[config.mk]
export PLATFORM = sky130hd
export DESIGN_NAME = flame_flicker_color_generator_unit
export DESIGN_NICKNAME = d
export VERILOG_FILES = /design/src/rtl/ffcg_pkg.sv /design/src/rtl/ffcg_mul.sv /design/src/rtl/ffcg_update.sv /design/src/rtl/flame_flicker_color_generator_unit.sv
export VERILOG_INCLUDE_DIRS = /design/src /design/src/rtl
export SDC_FILE = /design/constraint.sdc
export NUM_CORES = 1
export LEC_CHECK = 0
export ABC_AREA = 1
export BUFFER_PORTS_ARGS = -buffer_cell sky130_fd_sc_hd__buf_2
export CAP_MARGIN = 10
export CORE_ASPECT_RATIO = 0.8
export CORE_UTILIZATION = 35
export DETAILED_ROUTE_END_ITERATION = 7
export PLACE_DENSITY_LB_ADDON = 0.12
export SLEW_MARGIN = 20
export SYNTH_ARGS = -nofsm -noshare
export SYNTH_HDL_FRONTEND = slang
export SYNTH_SLANG_ARGS = --single-unit
export TNS_END_PERCENT = 10
[constraint.sdc]
create_clock -name i_clk -period 5.21 [get_ports i_clk]
set_input_delay 0.7815 -clock i_clk [delete_from_list [all_inputs] [get_ports i_clk]]
set_output_delay 0.7815 -clock i_clk [all_outputs]
set_load 0.05 [all_outputs]
[src/rtl/flame_flicker_color_generator_unit_defines.svh]
// assertion macros for the flame flicker color generator
// used by ffcg_update and the top level, which both have i_clk and i_rst_n
`ifndef FLAME_FLICKER_COLOR_GENERATOR_UNIT_DEFINES_SVH
`define FLAME_FLICKER_COLOR_GENERATOR_UNIT_DEFINES_SVH
`ifndef NO_ASSERTIONS
`define FFCG_ASSERT_NOW(lbl, ante, cons) \
    lbl: assert property (@(posedge i_clk) disable iff (!i_rst_n) (ante) |-> (cons)) \
        else $error("ffcg same-cycle check failed");
`define FFCG_ASSERT_NEXT(lbl, ante, cons) \
    lbl: assert property (@(posedge i_clk) disable iff (!i_rst_n) (ante) |=> (cons)) \
        else $error("ffcg next-cycle check failed");
`else
`define FFCG_ASSERT_NOW(lbl, ante, cons)
`define FFCG_ASSERT_NEXT(lbl, ante, cons)
`endif
`endif

[src/rtl/ffcg_pkg.sv]
// shared types, constants and the flame template for the flicker color generator
// no dependencies
`default_nettype none

package ffcg_pkg;

    localparam int MAX_PIXELS = 1024;
    localparam int IDX_W      = $clog2(MAX_PIXELS);
    localparam int CNT_W      = 11;
    localparam int DRAW_W     = 7;
    localparam int LEVEL_W    = 8;
    localparam int FB_W       = 8;
    localparam int SCALE_W    = 9;
    localparam int CFG_W      = 11;
    localparam int CFG_IDX_W  = 2;

    // shared multiplier operand widths
    localparam int MUL_A_W = 17;
    localparam int MUL_B_W = 13;
    localparam int MUL_P_W = MUL_A_W + MUL_B_W;

    // brightness limits in 0.005 steps
    localparam logic [FB_W-1:0]   FB_RESET    = 8'd130;
    localparam logic [FB_W:0]     FB_LOW      = 9'd130;
    localparam logic [FB_W:0]     FB_HIGH     = 9'd200;
    localparam logic [DRAW_W-1:0] DRAW_UP_FB  = 7'd10;
    localparam logic [DRAW_W-1:0] DRAW_DOWN   = 7'd10;
    localparam logic [DRAW_W-1:0] DRAW_UP_IDX = 7'd90;

    localparam logic [SCALE_W-1:0] SCALE_RESET = 9'd90;
    localparam logic [CNT_W-1:0]   COUNT_RESET = 11'd60;

    // reciprocals: floor(x*R >> k) == floor(x/d) over the ranges used
    localparam logic [MUL_B_W-1:0] RECIP_30 = 13'd2185;   // k = 16, x < 1024
    localparam logic [MUL_B_W-1:0] RECIP_25 = 13'd5243;   // k = 17, x < 4096

    typedef enum logic [CFG_IDX_W-1:0] {
        REG_BRIGHTNESS_SCALE = 2'd0,
        REG_PIXEL_COUNT      = 2'd1
    } t_cfg_reg;

    typedef struct packed {
        logic [DRAW_W-1:0] draw_brightness;
        logic [DRAW_W-1:0] draw_green;
        logic [DRAW_W-1:0] draw_red;
    } t_in_req;

    typedef struct packed {
        logic [LEVEL_W-1:0] red_level;
        logic [LEVEL_W-1:0] green_level;
        logic [LEVEL_W-1:0] blue_level;
    } t_out_res;

    // 30-entry flame color template
    function automatic logic [5:0] tpl_lookup(input logic [4:0] idx);
        logic [5:0] v;
        unique case (idx)
            5'd0:  v = 6'd46;  5'd1:  v = 6'd47;  5'd2:  v = 6'd49;
            5'd3:  v = 6'd51;  5'd4:  v = 6'd53;  5'd5:  v = 6'd55;
            5'd6:  v = 6'd55;  5'd7:  v = 6'd56;  5'd8:  v = 6'd57;
            5'd9:  v = 6'd58;  5'd10: v = 6'd57;  5'd11: v = 6'd56;
            5'd12: v = 6'd55;  5'd13: v = 6'd54;  5'd14: v = 6'd52;
            5'd15: v = 6'd51;  5'd16: v = 6'd50;  5'd17: v = 6'd49;
            5'd18: v = 6'd49;  5'd19: v = 6'd50;  5'd20: v = 6'd51;
            5'd21: v = 6'd53;  5'd22: v = 6'd54;  5'd23: v = 6'd55;
            5'd24: v = 6'd55;  5'd25: v = 6'd54;  5'd26: v = 6'd52;
            5'd27: v = 6'd50;  5'd28: v = 6'd48;  5'd29: v = 6'd47;
            default: v = 6'd0;
        endcase
        return v;
    endfunction

endpackage

`default_nettype wire

[src/rtl/ffcg_mul.sv]
// shared unsigned multiplier with registered product
// depends on ffcg_pkg
`default_nettype none

module ffcg_mul (
    input  wire logic                          i_clk,
    input  wire logic [ffcg_pkg::MUL_A_W-1:0]  i_a,
    input  wire logic [ffcg_pkg::MUL_B_W-1:0]  i_b,
    output logic      [ffcg_pkg::MUL_P_W-1:0]  o_p
);

    logic [ffcg_pkg::MUL_P_W-1:0] r_p;

    always_ff @(posedge i_clk) begin
        r_p <= ffcg_pkg::MUL_P_W'(i_a) * ffcg_pkg::MUL_P_W'(i_b);
    end

    assign o_p = r_p;

endmodule

`default_nettype wire

[src/rtl/ffcg_update.sv]
// per-tick state update: brightness walk and the two clamped template indices
// depends on ffcg_pkg and the assertion macro header
`default_nettype none
`include "flame_flicker_color_generator_unit_defines.svh"

module ffcg_update (
    input  wire logic                             i_clk,
    input  wire logic                             i_rst_n,
    input  wire logic                             i_step,
    input  wire ffcg_pkg::t_in_req                i_draws,
    input  wire logic [ffcg_pkg::CNT_W-1:0]       i_pixel_count,
    output logic      [ffcg_pkg::FB_W-1:0]        o_fb,
    output logic      [ffcg_pkg::IDX_W-1:0]       o_red_idx,
    output logic      [ffcg_pkg::IDX_W-1:0]       o_green_idx
);

    localparam int SW = ffcg_pkg::IDX_W + 2;

    logic [ffcg_pkg::FB_W-1:0]  r_fb,        n_fb;
    logic [ffcg_pkg::IDX_W-1:0] r_red_idx,   n_red_idx;
    logic [ffcg_pkg::IDX_W-1:0] r_green_idx, n_green_idx;
    logic [ffcg_pkg::FB_W:0]    w_walk;
    logic [ffcg_pkg::CNT_W:0]   w_count;
    logic [ffcg_pkg::IDX_W-1:0] w_top;

    function automatic logic [ffcg_pkg::IDX_W-1:0] move_idx(
        input logic [ffcg_pkg::IDX_W-1:0]  idx,
        input logic [ffcg_pkg::DRAW_W-1:0] draw,
        input logic [ffcg_pkg::IDX_W-1:0]  top
    );
        logic signed [SW-1:0] v;
        logic signed [SW-1:0] t;
        logic [ffcg_pkg::IDX_W-1:0] res;
        v = $signed({2'b00, idx});
        t = $signed({2'b00, top});
        if (draw < ffcg_pkg::DRAW_DOWN) begin
            v = v - SW'(1);
        end else if (draw > ffcg_pkg::DRAW_UP_IDX) begin
            v = v + SW'(1);
        end
        if (v >= t) begin
            res = top;
        end else if (v <= 0) begin
            res = '0;
        end else begin
            res = v[ffcg_pkg::IDX_W-1:0];
        end
        return res;
    endfunction

    // effective count saturated to 1..MAX_PIXELS, top = count - 1
    always_comb begin
        w_count = {1'b0, i_pixel_count};
        if (w_count == '0) begin
            w_count = (ffcg_pkg::CNT_W+1)'(1);
        end else if (w_count > (ffcg_pkg::CNT_W+1)'(ffcg_pkg::MAX_PIXELS)) begin
            w_count = (ffcg_pkg::CNT_W+1)'(ffcg_pkg::MAX_PIXELS);
        end
        w_top = ffcg_pkg::IDX_W'(w_count - (ffcg_pkg::CNT_W+1)'(1));
    end

    always_comb begin
        w_walk = {1'b0, r_fb};
        if (i_draws.draw_brightness > ffcg_pkg::DRAW_UP_FB) begin
            w_walk = w_walk + 9'd1;
        end else if (w_walk != '0) begin
            w_walk = w_walk - 9'd1;
        end
        // nudge back toward the normal band
        if (w_walk <= ffcg_pkg::FB_LOW) begin
            w_walk = w_walk + 9'd1;
        end else if (w_walk >= ffcg_pkg::FB_HIGH) begin
            w_walk = w_walk - 9'd1;
        end
        n_fb        = w_walk[ffcg_pkg::FB_W-1:0];
        n_red_idx   = move_idx(r_red_idx, i_draws.draw_red, w_top);
        n_green_idx = move_idx(r_green_idx, i_draws.draw_green, w_top);
    end

    always_ff @(posedge i_clk) begin
        if (!i_rst_n) begin
            r_fb        <= ffcg_pkg::FB_RESET;
            r_red_idx   <= '0;
            r_green_idx <= '0;
        end else if (i_step) begin
            r_fb        <= n_fb;
            r_red_idx   <= n_red_idx;
            r_green_idx <= n_green_idx;
        end
    end

    assign o_fb        = r_fb;
    assign o_red_idx   = r_red_idx;
    assign o_green_idx = r_green_idx;

    `FFCG_ASSERT_NOW(a_fb_band, 1'b1, (r_fb >= 8'd130) && (r_fb <= 8'd200))
    `FFCG_ASSERT_NEXT(a_red_clamped, i_step, r_red_idx <= $past(w_top))
    `FFCG_ASSERT_NEXT(a_green_clamped, i_step, r_green_idx <= $past(w_top))

endmodule

`default_nettype wire

[src/rtl/flame_flicker_color_generator_unit.sv]
// top level of the flame flicker color generator: config registers,
// sequencer around one shared multiplier, output register
// depends on ffcg_pkg, ffcg_mul, ffcg_update and the assertion macro header
//
//  channel  direction  handshake               payload
//  in       to block   i_in_valid / o_in_stall  i_in_data  (t_in_req)
//  out      from block o_out_valid / i_out_stall o_out_data (t_out_res)
//  cfg      to block   i_cfg_we                 i_cfg_idx, i_cfg_wdata
//
// after acceptance a request steps through S_FB to S_FIN, then S_OUT loads the output register;
// the sequence is set by the seven products that share the single multiplier
// the block accepts no new request until the sequencer returns to S_IDLE, o_in_stall high meanwhile,
// a result waiting under i_out_stall holds the sequencer in its last step
// synchronous active-low reset: brightness 130, indices 0, scale 90, count 60
`default_nettype none
`include "flame_flicker_color_generator_unit_defines.svh"

module flame_flicker_color_generator_unit (
    input  wire logic                               i_clk,
    input  wire logic                               i_rst_n,
    input  wire logic                               i_in_valid,
    output logic                                    o_in_stall,
    input  wire ffcg_pkg::t_in_req                  i_in_data,
    output logic                                    o_out_valid,
    input  wire logic                               i_out_stall,
    output ffcg_pkg::t_out_res                      o_out_data,
    input  wire logic                               i_cfg_we,
    input  wire logic [ffcg_pkg::CFG_IDX_W-1:0]     i_cfg_idx,
    input  wire logic [ffcg_pkg::CFG_W-1:0]         i_cfg_wdata
);

    // sequencer steps; each step captures the product of the step before
    typedef enum logic [3:0] {
        S_IDLE,   // wait for a request, update state on accept
        S_FB,     // issue fb * scale
        S_QR,     // keep fb*scale, issue red_idx / 30 by reciprocal
        S_QG,     // red remainder, issue green_idx / 30
        S_PR,     // green remainder, issue m * template[red]
        S_PG,     // red partial >> 11, issue m * template[green]
        S_YR,     // green partial >> 13, issue red / 25
        S_YG,     // red level, issue green / 25
        S_FIN,    // green level
        S_OUT     // load output register once it is free
    } t_state;

    t_state r_state;

    logic [ffcg_pkg::SCALE_W-1:0] r_scale;
    logic [ffcg_pkg::CNT_W-1:0]   r_count;

    logic [ffcg_pkg::FB_W-1:0]    w_fb;
    logic [ffcg_pkg::IDX_W-1:0]   w_red_idx;
    logic [ffcg_pkg::IDX_W-1:0]   w_green_idx;
    logic                         w_accept;

    logic [ffcg_pkg::MUL_A_W-1:0] w_mul_a;
    logic [ffcg_pkg::MUL_B_W-1:0] w_mul_b;
    logic [ffcg_pkg::MUL_P_W-1:0] w_prod;

    logic [16:0]                  r_m;        // fb * scale
    logic [4:0]                   r_rem_r;
    logic [4:0]                   r_rem_g;
    logic [11:0]                  r_yr;       // red product >> 11
    logic [9:0]                   r_yg;       // green product >> 13
    logic [ffcg_pkg::LEVEL_W-1:0] r_red;
    logic [ffcg_pkg::LEVEL_W-1:0] r_grn;
    logic                         r_out_valid;
    ffcg_pkg::t_out_res           r_out;

    logic [ffcg_pkg::IDX_W-1:0]   w_rem_src;
    logic [5:0]                   w_quot;
    logic [ffcg_pkg::IDX_W:0]     w_quot30;
    logic [ffcg_pkg::IDX_W:0]     w_rem_full;
    logic                         w_out_free;

    assign o_in_stall = (r_state != S_IDLE);
    assign w_accept   = i_in_valid && !o_in_stall;
    assign w_out_free = !r_out_valid || !i_out_stall;

    // config writes, ignored for indexes past the list
    always_ff @(posedge i_clk) begin
        if (!i_rst_n) begin
            r_scale <= ffcg_pkg::SCALE_RESET;
            r_count <= ffcg_pkg::COUNT_RESET;
        end else if (i_cfg_we) begin
            unique case (i_cfg_idx)
                ffcg_pkg::REG_BRIGHTNESS_SCALE: r_scale <= i_cfg_wdata[ffcg_pkg::SCALE_W-1:0];
                ffcg_pkg::REG_PIXEL_COUNT:      r_count <= i_cfg_wdata[ffcg_pkg::CNT_W-1:0];
                default: ;
            endcase
        end
    end

    ffcg_update u_update (
        .i_clk         (i_clk),
        .i_rst_n       (i_rst_n),
        .i_step        (w_accept),
        .i_draws       (i_in_data),
        .i_pixel_count (r_count),
        .o_fb          (w_fb),
        .o_red_idx     (w_red_idx),
        .o_green_idx   (w_green_idx)
    );

    // remainder mod 30 from the quotient now in the product register
    always_comb begin
        w_rem_src  = (r_state == S_QG) ? w_red_idx : w_green_idx;
        w_quot     = w_prod[21:16];
        w_quot30   = {w_quot, 5'b0} - {4'b0, w_quot, 1'b0};
        w_rem_full = {1'b0, w_rem_src} - w_quot30;
    end

    // operand select for the shared multiplier
    always_comb begin
        w_mul_a = '0;
        w_mul_b = '0;
        case (r_state)
            S_FB: begin
                w_mul_a = ffcg_pkg::MUL_A_W'(r_scale);
                w_mul_b = ffcg_pkg::MUL_B_W'(w_fb);
            end
            S_QR: begin
                w_mul_a = ffcg_pkg::MUL_A_W'(w_red_idx);
                w_mul_b = ffcg_pkg::RECIP_30;
            end
            S_QG: begin
                w_mul_a = ffcg_pkg::MUL_A_W'(w_green_idx);
                w_mul_b = ffcg_pkg::RECIP_30;
            end
            S_PR: begin
                w_mul_a = r_m;
                w_mul_b = ffcg_pkg::MUL_B_W'(ffcg_pkg::tpl_lookup(r_rem_r));
            end
            S_PG: begin
                w_mul_a = r_m;
                w_mul_b = ffcg_pkg::MUL_B_W'(ffcg_pkg::tpl_lookup(r_rem_g));
            end
            S_YR: begin
                w_mul_a = ffcg_pkg::MUL_A_W'(r_yr);
                w_mul_b = ffcg_pkg::RECIP_25;
            end
            S_YG: begin
                w_mul_a = ffcg_pkg::MUL_A_W'(r_yg);
                w_mul_b = ffcg_pkg::RECIP_25;
            end
            default: ;
        endcase
    end

    ffcg_mul u_mul (
        .i_clk (i_clk),
        .i_a   (w_mul_a),
        .i_b   (w_mul_b),
        .o_p   (w_prod)
    );

    // sequencer and output register
    always_ff @(posedge i_clk) begin
        if (!i_rst_n) begin
            r_state     <= S_IDLE;
            r_out_valid <= 1'b0;
        end else begin
            // a load in the output step replaces the taken result
            if (r_out_valid && !i_out_stall && (r_state != S_OUT)) begin
                r_out_valid <= 1'b0;
            end
            unique case (r_state)
                S_IDLE: begin
                    if (w_accept) begin
                        r_state <= S_FB;
                    end
                end
                S_FB: r_state <= S_QR;
                S_QR: begin
                    r_m     <= w_prod[16:0];
                    r_state <= S_QG;
                end
                S_QG: begin
                    r_rem_r <= w_rem_full[4:0];
                    r_state <= S_PR;
                end
                S_PR: begin
                    r_rem_g <= w_rem_full[4:0];
                    r_state <= S_PG;
                end
                S_PG: begin
                    // /51200 = >>11 then /25
                    r_yr    <= w_prod[22:11];
                    r_state <= S_YR;
                end
                S_YR: begin
                    // /204800 = >>13 then /25
                    r_yg    <= w_prod[22:13];
                    r_state <= S_YG;
                end
                S_YG: begin
                    r_red   <= w_prod[24:17];
                    r_state <= S_FIN;
                end
                S_FIN: begin
                    r_grn   <= w_prod[24:17];
                    r_state <= S_OUT;
                end
                S_OUT: begin
                    if (w_out_free) begin
                        r_out_valid       <= 1'b1;
                        r_out.red_level   <= r_red;
                        r_out.green_level <= r_grn;
                        // fb * scale stays below 512000, so blue floors to zero
                        r_out.blue_level  <= '0;
                        r_state           <= S_IDLE;
                    end
                end
                default: r_state <= S_IDLE;
            endcase
        end
    end

    assign o_out_valid = r_out_valid;
    assign o_out_data  = r_out;

    `FFCG_ASSERT_NEXT(a_accept_starts, w_accept, r_state == S_FB)
    `FFCG_ASSERT_NOW(a_out_from_seq, $rose(r_out_valid), $past(r_state) == S_OUT)
    `FFCG_ASSERT_NOW(a_no_accept_busy, r_state != S_IDLE, !w_accept)

endmodule

`default_nettype wire
# Word level (Yosys, flattened, before mapping)
# Memories as Yosys holds them, arrays and structs flattened. A register that Yosys moved wholly into a read port is not among the register bits.
# Cells that the tools add are included.
# Widths: inputs -> output; s select.
# classes
n_addsub,11
n_eq_ne,13
muxes,25
n_reduce_logical,26
n_mul,1
magnitude_cmp,12
# ops
operator,count
$pmux 17 s6,1
$pmux 13 s5,1
$mux 10,6
$pmux 4 s10,1
$mul 17x13->25,1
$ge 12x11->1,2
$le 12x1->1 const B,2
$mux 12,2
$add 10x1->11 const B,2
$mux 11,2
$sub 10x1->11 const B,2
$reduce_and 2->1,10
$mux 9,2
$eq 4x3->1 const B,4
$mux 8,2
$mux 5,3
$gt 7x7->1 const B,2
$lt 7x4->1 const B,2
$gt 11x11->1 const B,1
$logic_not 11->1,1
$sub 10x1->10 const B,1
$add 8x1->9 const B,1
$ge 9x8->1 const B,1
$le 9x8->1 const B,1
24 further kinds,35
# word_totals
rom_bits,384
regBits,159
wordCells,107
mem_count,2
out_inout_bits,26
inputBits,39
# mem_list
memory,depth,word_bits,read_ports,rd_clocked_by_memory_dff,write_ports,line,source
(name not given),32,6,1,1,0,ffcg_pkg.sv:57,unique case (idx)
(name not given),32,6,1,1,0,ffcg_pkg.sv:57,

# Longest topological paths before layout
# logic_depth
ltp_word,6
ltp_mapped,37
ltp_nobuf,37

# By module
# Synthesis repeated with hierarchy kept, for this count alone.
# unflattened
hier_cells,2623
area_unflattened_um2,18876.9
# by_module_without_submodules
mod,cells_each,area_per_inst_um2,instances,seq_area_each_um2
ffcg_mul,1171,8518.2,1,600.6
flame_flicker_color_generator_unit,632,5711.7,1,3173.0
ffcg_update,820,4647.0,1,560.5

# Worst setup path before layout
# No wires, ideal clock.
# synth_timing
path_kind,register to register
from,register r_state[3]
to,"register u_mul.r_p, in the netlist u_mul.o_p[17]"
path_buffers,2
period_less_slack_ps,5784
t_arrival_ps,5665
required_ps,5090
setup_time_ps,120
stages_incl_launch_ff,30
setup_slack_ps,-574
path_cell_list,dfxtp_1 -> nor2_1 -> inv_2 -> nor2_2 -> buf_2 -> inv_1 -> buf_4 -> o21ai_0 -> nor4_1 -> nor2_1 -> fa_1 -> inv_1 -> fa_1 -> inv_1 -> fa_1 -> inv_1 -> fa_1 -> fa_1 -> inv_1 -> ha_1 -> a21oi_1 -> o21ai_0 -> nand2_1 -> o2111ai_1 -> a31o_2 -> nand2_1 -> nand2_1 -> nand3_1 -> nand2_1 -> xor2_1
# synth_between
elab_chain_cells,4
word_cells_on_any_way,13
cone_classes,1 x mul; 7 x eq/ne; 2 x mux; 3 x reduce/logical
# synth_lines
element,line,source
from (decl),flame_flicker_color_generator_unit.sv:46,t_state r_state;
from (signal assigned),flame_flicker_color_generator_unit.sv:160,r_state <= S_IDLE;
from (signal assigned),flame_flicker_color_generator_unit.sv:170,r_state <= S_FB;
from (signal assigned),flame_flicker_color_generator_unit.sv:173,S_FB: r_state <= S_QR;
$eq 4x3->1 / $eq 4x2->1 (equally long branches),flame_flicker_color_generator_unit.sv:117,case (r_state)
$reduce_or 2->1 (no source line),--,
$pmux 17 s6 / $pmux 13 s5 (equally long branches),flame_flicker_color_generator_unit.sv:117,
$mul 17x13->25 *,ffcg_mul.sv:15,r_p <= ffcg_pkg::MUL_P_W'(i_a) * ffcg_pkg::MUL_P_W'(i_b);
to (signal assigned),ffcg_mul.sv:15,
to (decl),ffcg_mul.sv:12,logic [ffcg_pkg::MUL_P_W-1:0] r_p;
# Mark *: on every way between the ends. The rest lies on a longest branch, timed or not.
# A chain may end at the register's enable or synchronous reset.

# Worst setup path in the final report
# layout_timing
from,register r_state[2]
to,"register u_mul.r_p, in the netlist u_mul.o_p[23]"
# Same word-level chain as after synthesis.

==> results.toml <==
[outcome]
status = "finished with violations"
violations = "design-rule violations, negative setup slack"

[critical_path]
cp.required_ns = 5.58
r2r_setup_slack_ns = -0.50
crit_buf_inv = 9
rr_startpoint = "r_state[2]"
critPathMostFrequentCell = "fa_1"
slowest_delay_ns = 0.56
critPathLaunchType = "flip-flop"
cp_max_fo = 7
r2r-end = "u_mul.o_p[23]"
arrival_ns = 6.08
cpLargestDelayFamily = "adder cells"
critPathKind = "reg -> reg"
crit_path_top_delay_cell = "fa_1"
reg2reg_depth = 25
endpoint_kind = "flip-flop"

[route]
route.vias.total = 14443
final_antenna_net_count = 0
drcViolationCount = 2
drtPass1Iterations = 7
vias_per_cell = 4.74
wire_per_inst_um = 16.6
drt_iter0_drc = 931
wl_um = 50500

[sta]
setup_violations = 17
worst_slack_ns = -0.498
max_freq_mhz = 175
hold_viol = 0
rsz0062_at_grt = "yes"
finalClockSkew_ns = 0.0235
period_minus_slack_ns = 5.71
finalCritPeriodShare = 1.10
slew_violations = 0
slew_headroom = 0.274
tightestPinTransition_ns = 1.08
whs_ns = 0.407

[pwr]
p_leak_uw = 0.0101
power_uw = 5160
power_density_mw_per_mm2 = 254
irDropWorstVdd_v = 0.000261

[min_path]
hold_end = "r_m[2]"
hold_path_startpoint = "u_mul.o_p[2]"
holdPathStages = 0
min_path_type = "reg -> reg"

[grt]
grt_use_total = 0.229
grt-ovfl-total = 0
grt_max_degree = 33
grt_pass1_wl_um = 79500
grt_pass1_vias = 14275
antenna_found_initial = 1

[cts]
cts_tree = "yes"
cts-root-buf = "clkbuf_16"
cts_buffers = 17
clock_sinks = 171
htree_num_levels = 4
clkTransAtPathRegs_ns = 0.08
clock_path_buffers = 2
cts_hold_buf = 0
clk_latency_ns = 0.48

[synthesis]
yosys_warnings = 0
ys_seq_elements = 171
seq_area_frac_synth = 0.269
synth_flop_cell = "dfxtp_1"
synth_area_mm2 = 0.0158
ys_types = 55
synth_edf_count = 81
ys_async_sr_fraction = 0
synth_cells = 2098
syn_area_per_cell_um2 = 7.51

[final_layout]
layout_common_cells = "520 x nand2_1, 383 x inv_1, 253 x buf_4"
drive_gt1_frac = 0.234
utilization = 0.456
nFillCells = 4442
final_common_cell = "nand2_1"
design_area_mm2 = 0.0203
diodes = 0
layout.nets = 2710
areaGrowthSynthToFinish_pct = 28.5

[place]
gp_congestion = 0.912
pre_cts_slack_ns = -0.867
portBuffers = 56
hpwl_um = 40800
placed_cell_area_mm2 = 0.0186

[floorplan]
start_util = 0.355
die_y_um = 192
core_area_mm2 = 0.0445
placementRows = 69
die_x_um = 239
dieArea_mm2 = 0.0459
ios = 65

[flow_run]
max_cap_violations = 0
## worst reg2reg max path, stage by stage (launching register included)
cell and delay, ns:
dfxtp_4 0.39, inv_4 0.04, nor2_4 0.12, clkinv_4 0.10, buf_4 0.15, buf_6 0.11
nor2_4 0.10, nand2_1 0.07, nand4_1 0.15, buf_6 0.20, nand2_1 0.10, fa_1 0.55
inv_1 0.06, fa_1 0.55, inv_1 0.06, fa_1 0.47, fa_1 0.56, fa_1 0.56
inv_2 0.06, ha_4 0.27, a21oi_4 0.16, inv_1 0.07, a21oi_2 0.16, o211a_1 0.20
nand3_2 0.14, xor2_2 0.20
## repair_timing
action	4_1_cts	5_1_grt
setup buffers	44	9
pin swaps	101	64
resized for setup	135	57
gates cloned	0	0
endpoints found under the setup margin	15	18
## sequential cells by signal (all words and copies together) (netlist names), 4 cells and up, named ones only
name and flops:
o_out_data 16, u_update.o_red_idx 10, r_yg 10, r_state 4
r_rem_r 5, u_update.o_green_idx 10, u_update.o_fb 8, r_red 8
u_mul.o_p 25, r_m 17, r_rem_g 5, r_grn 8
r_count 11, r_scale 9, r_yr 12
## stage by stage
step	TNS [ns]	std cells
after floorplan	-1.13	2121
after global placement	-7.46	2962
final	-5.77	3044
after global routing	-9.97	3044
after CTS	-5.15	3036
after detailed placement	-7.78	2962
## layer usage
layer	global-route usage	vias up	part of all wire
met1	0.338	6847	0.51
met3	0.0486	50	0.061
met4	0.0461	0	0.015
met5	0	-	0
li1	-	7167	-
met2	0.342	379	0.42
## synthesized netlist by cell type, types with 3 or more instances
cell | n | area [µm²]
o21ai_1 | 16 | 80.1
a31oi_1 | 7 | 43.8
inv_2 | 18 | 67.6
nor2_1 | 193 | 724
buf_6 | 3 | 33.8
o21ai_0 | 69 | 345
ha_1 | 115 | 1440
nor2_4 | 4 | 45.0
a22o_1 | 3 | 26.3
clkinv_1 | 3 | 11.3
a21o_1 | 3 | 22.5
a211oi_1 | 4 | 30.0
nand4_1 | 21 | 131
edfxtp_1 | 81 | 2430
o21ai_2 | 10 | 87.6
nand2_2 | 11 | 68.8
a221oi_1 | 7 | 61.3
a21oi_1 | 74 | 370
inv_1 | 413 | 1550
nor4_1 | 6 | 37.5
xnor2_1 | 14 | 123
xor2_1 | 44 | 385
nand2_1 | 547 | 2050
fa_1 | 128 | 2560
dfxtp_1 | 90 | 1800
nor3_1 | 21 | 105
buf_4 | 9 | 67.6
clkbuf_1 | 14 | 52.6
buf_2 | 14 | 70.1
o22ai_1 | 8 | 50.1
nand3_1 | 103 | 515
nor2_2 | 7 | 43.8
o211ai_1 | 7 | 52.6
## area by class of cell
cell class,instances,area (µm²),share of cell area
multi-input cells,1475,10600,0.523
flip-flops and latches,171,4250,0.210
repair buffers,328,2430,0.120
inverters,435,1670,0.0822
well taps,603,754,0.0372
clock buffers,19,433,0.0214
clock inverters,13,145,0.00716
## report_power, final
part           internal (µW)  switching, µW
Clock                    682            649
Combinational            837           1310
Sequential              1560            121
Total                   3080           2080
## cells by family after synthesis
family	Yosys count	share of synthesized area
xor+xnor	58	0.0322
compound gates	226	0.0850
buf+inv	475	0.118
other cells	2	0.000476
flops	171	0.269
fa+ha+maj	243	0.254
simple gates	923	0.242
## how the worst max path moves through the flow
stage                from       endpoint  slack, ns  depth (start not counted)
2_1_floorplan  r_state[0]  u_mul.o_p[17]      -0.21                         31
3_3_place_gp   r_state[2]  u_mul.o_p[23]      -0.82                         26
3_5_place_dp   r_state[2]  u_mul.o_p[23]      -0.87                         26
4_1_cts        r_state[2]  u_mul.o_p[23]      -0.46                         31
5_1_grt        r_state[2]  u_mul.o_p[20]      -0.77                         35
6_report       r_state[2]  u_mul.o_p[23]      -0.50                         25
Note: power is estimated with default switching activity, not from simulation.
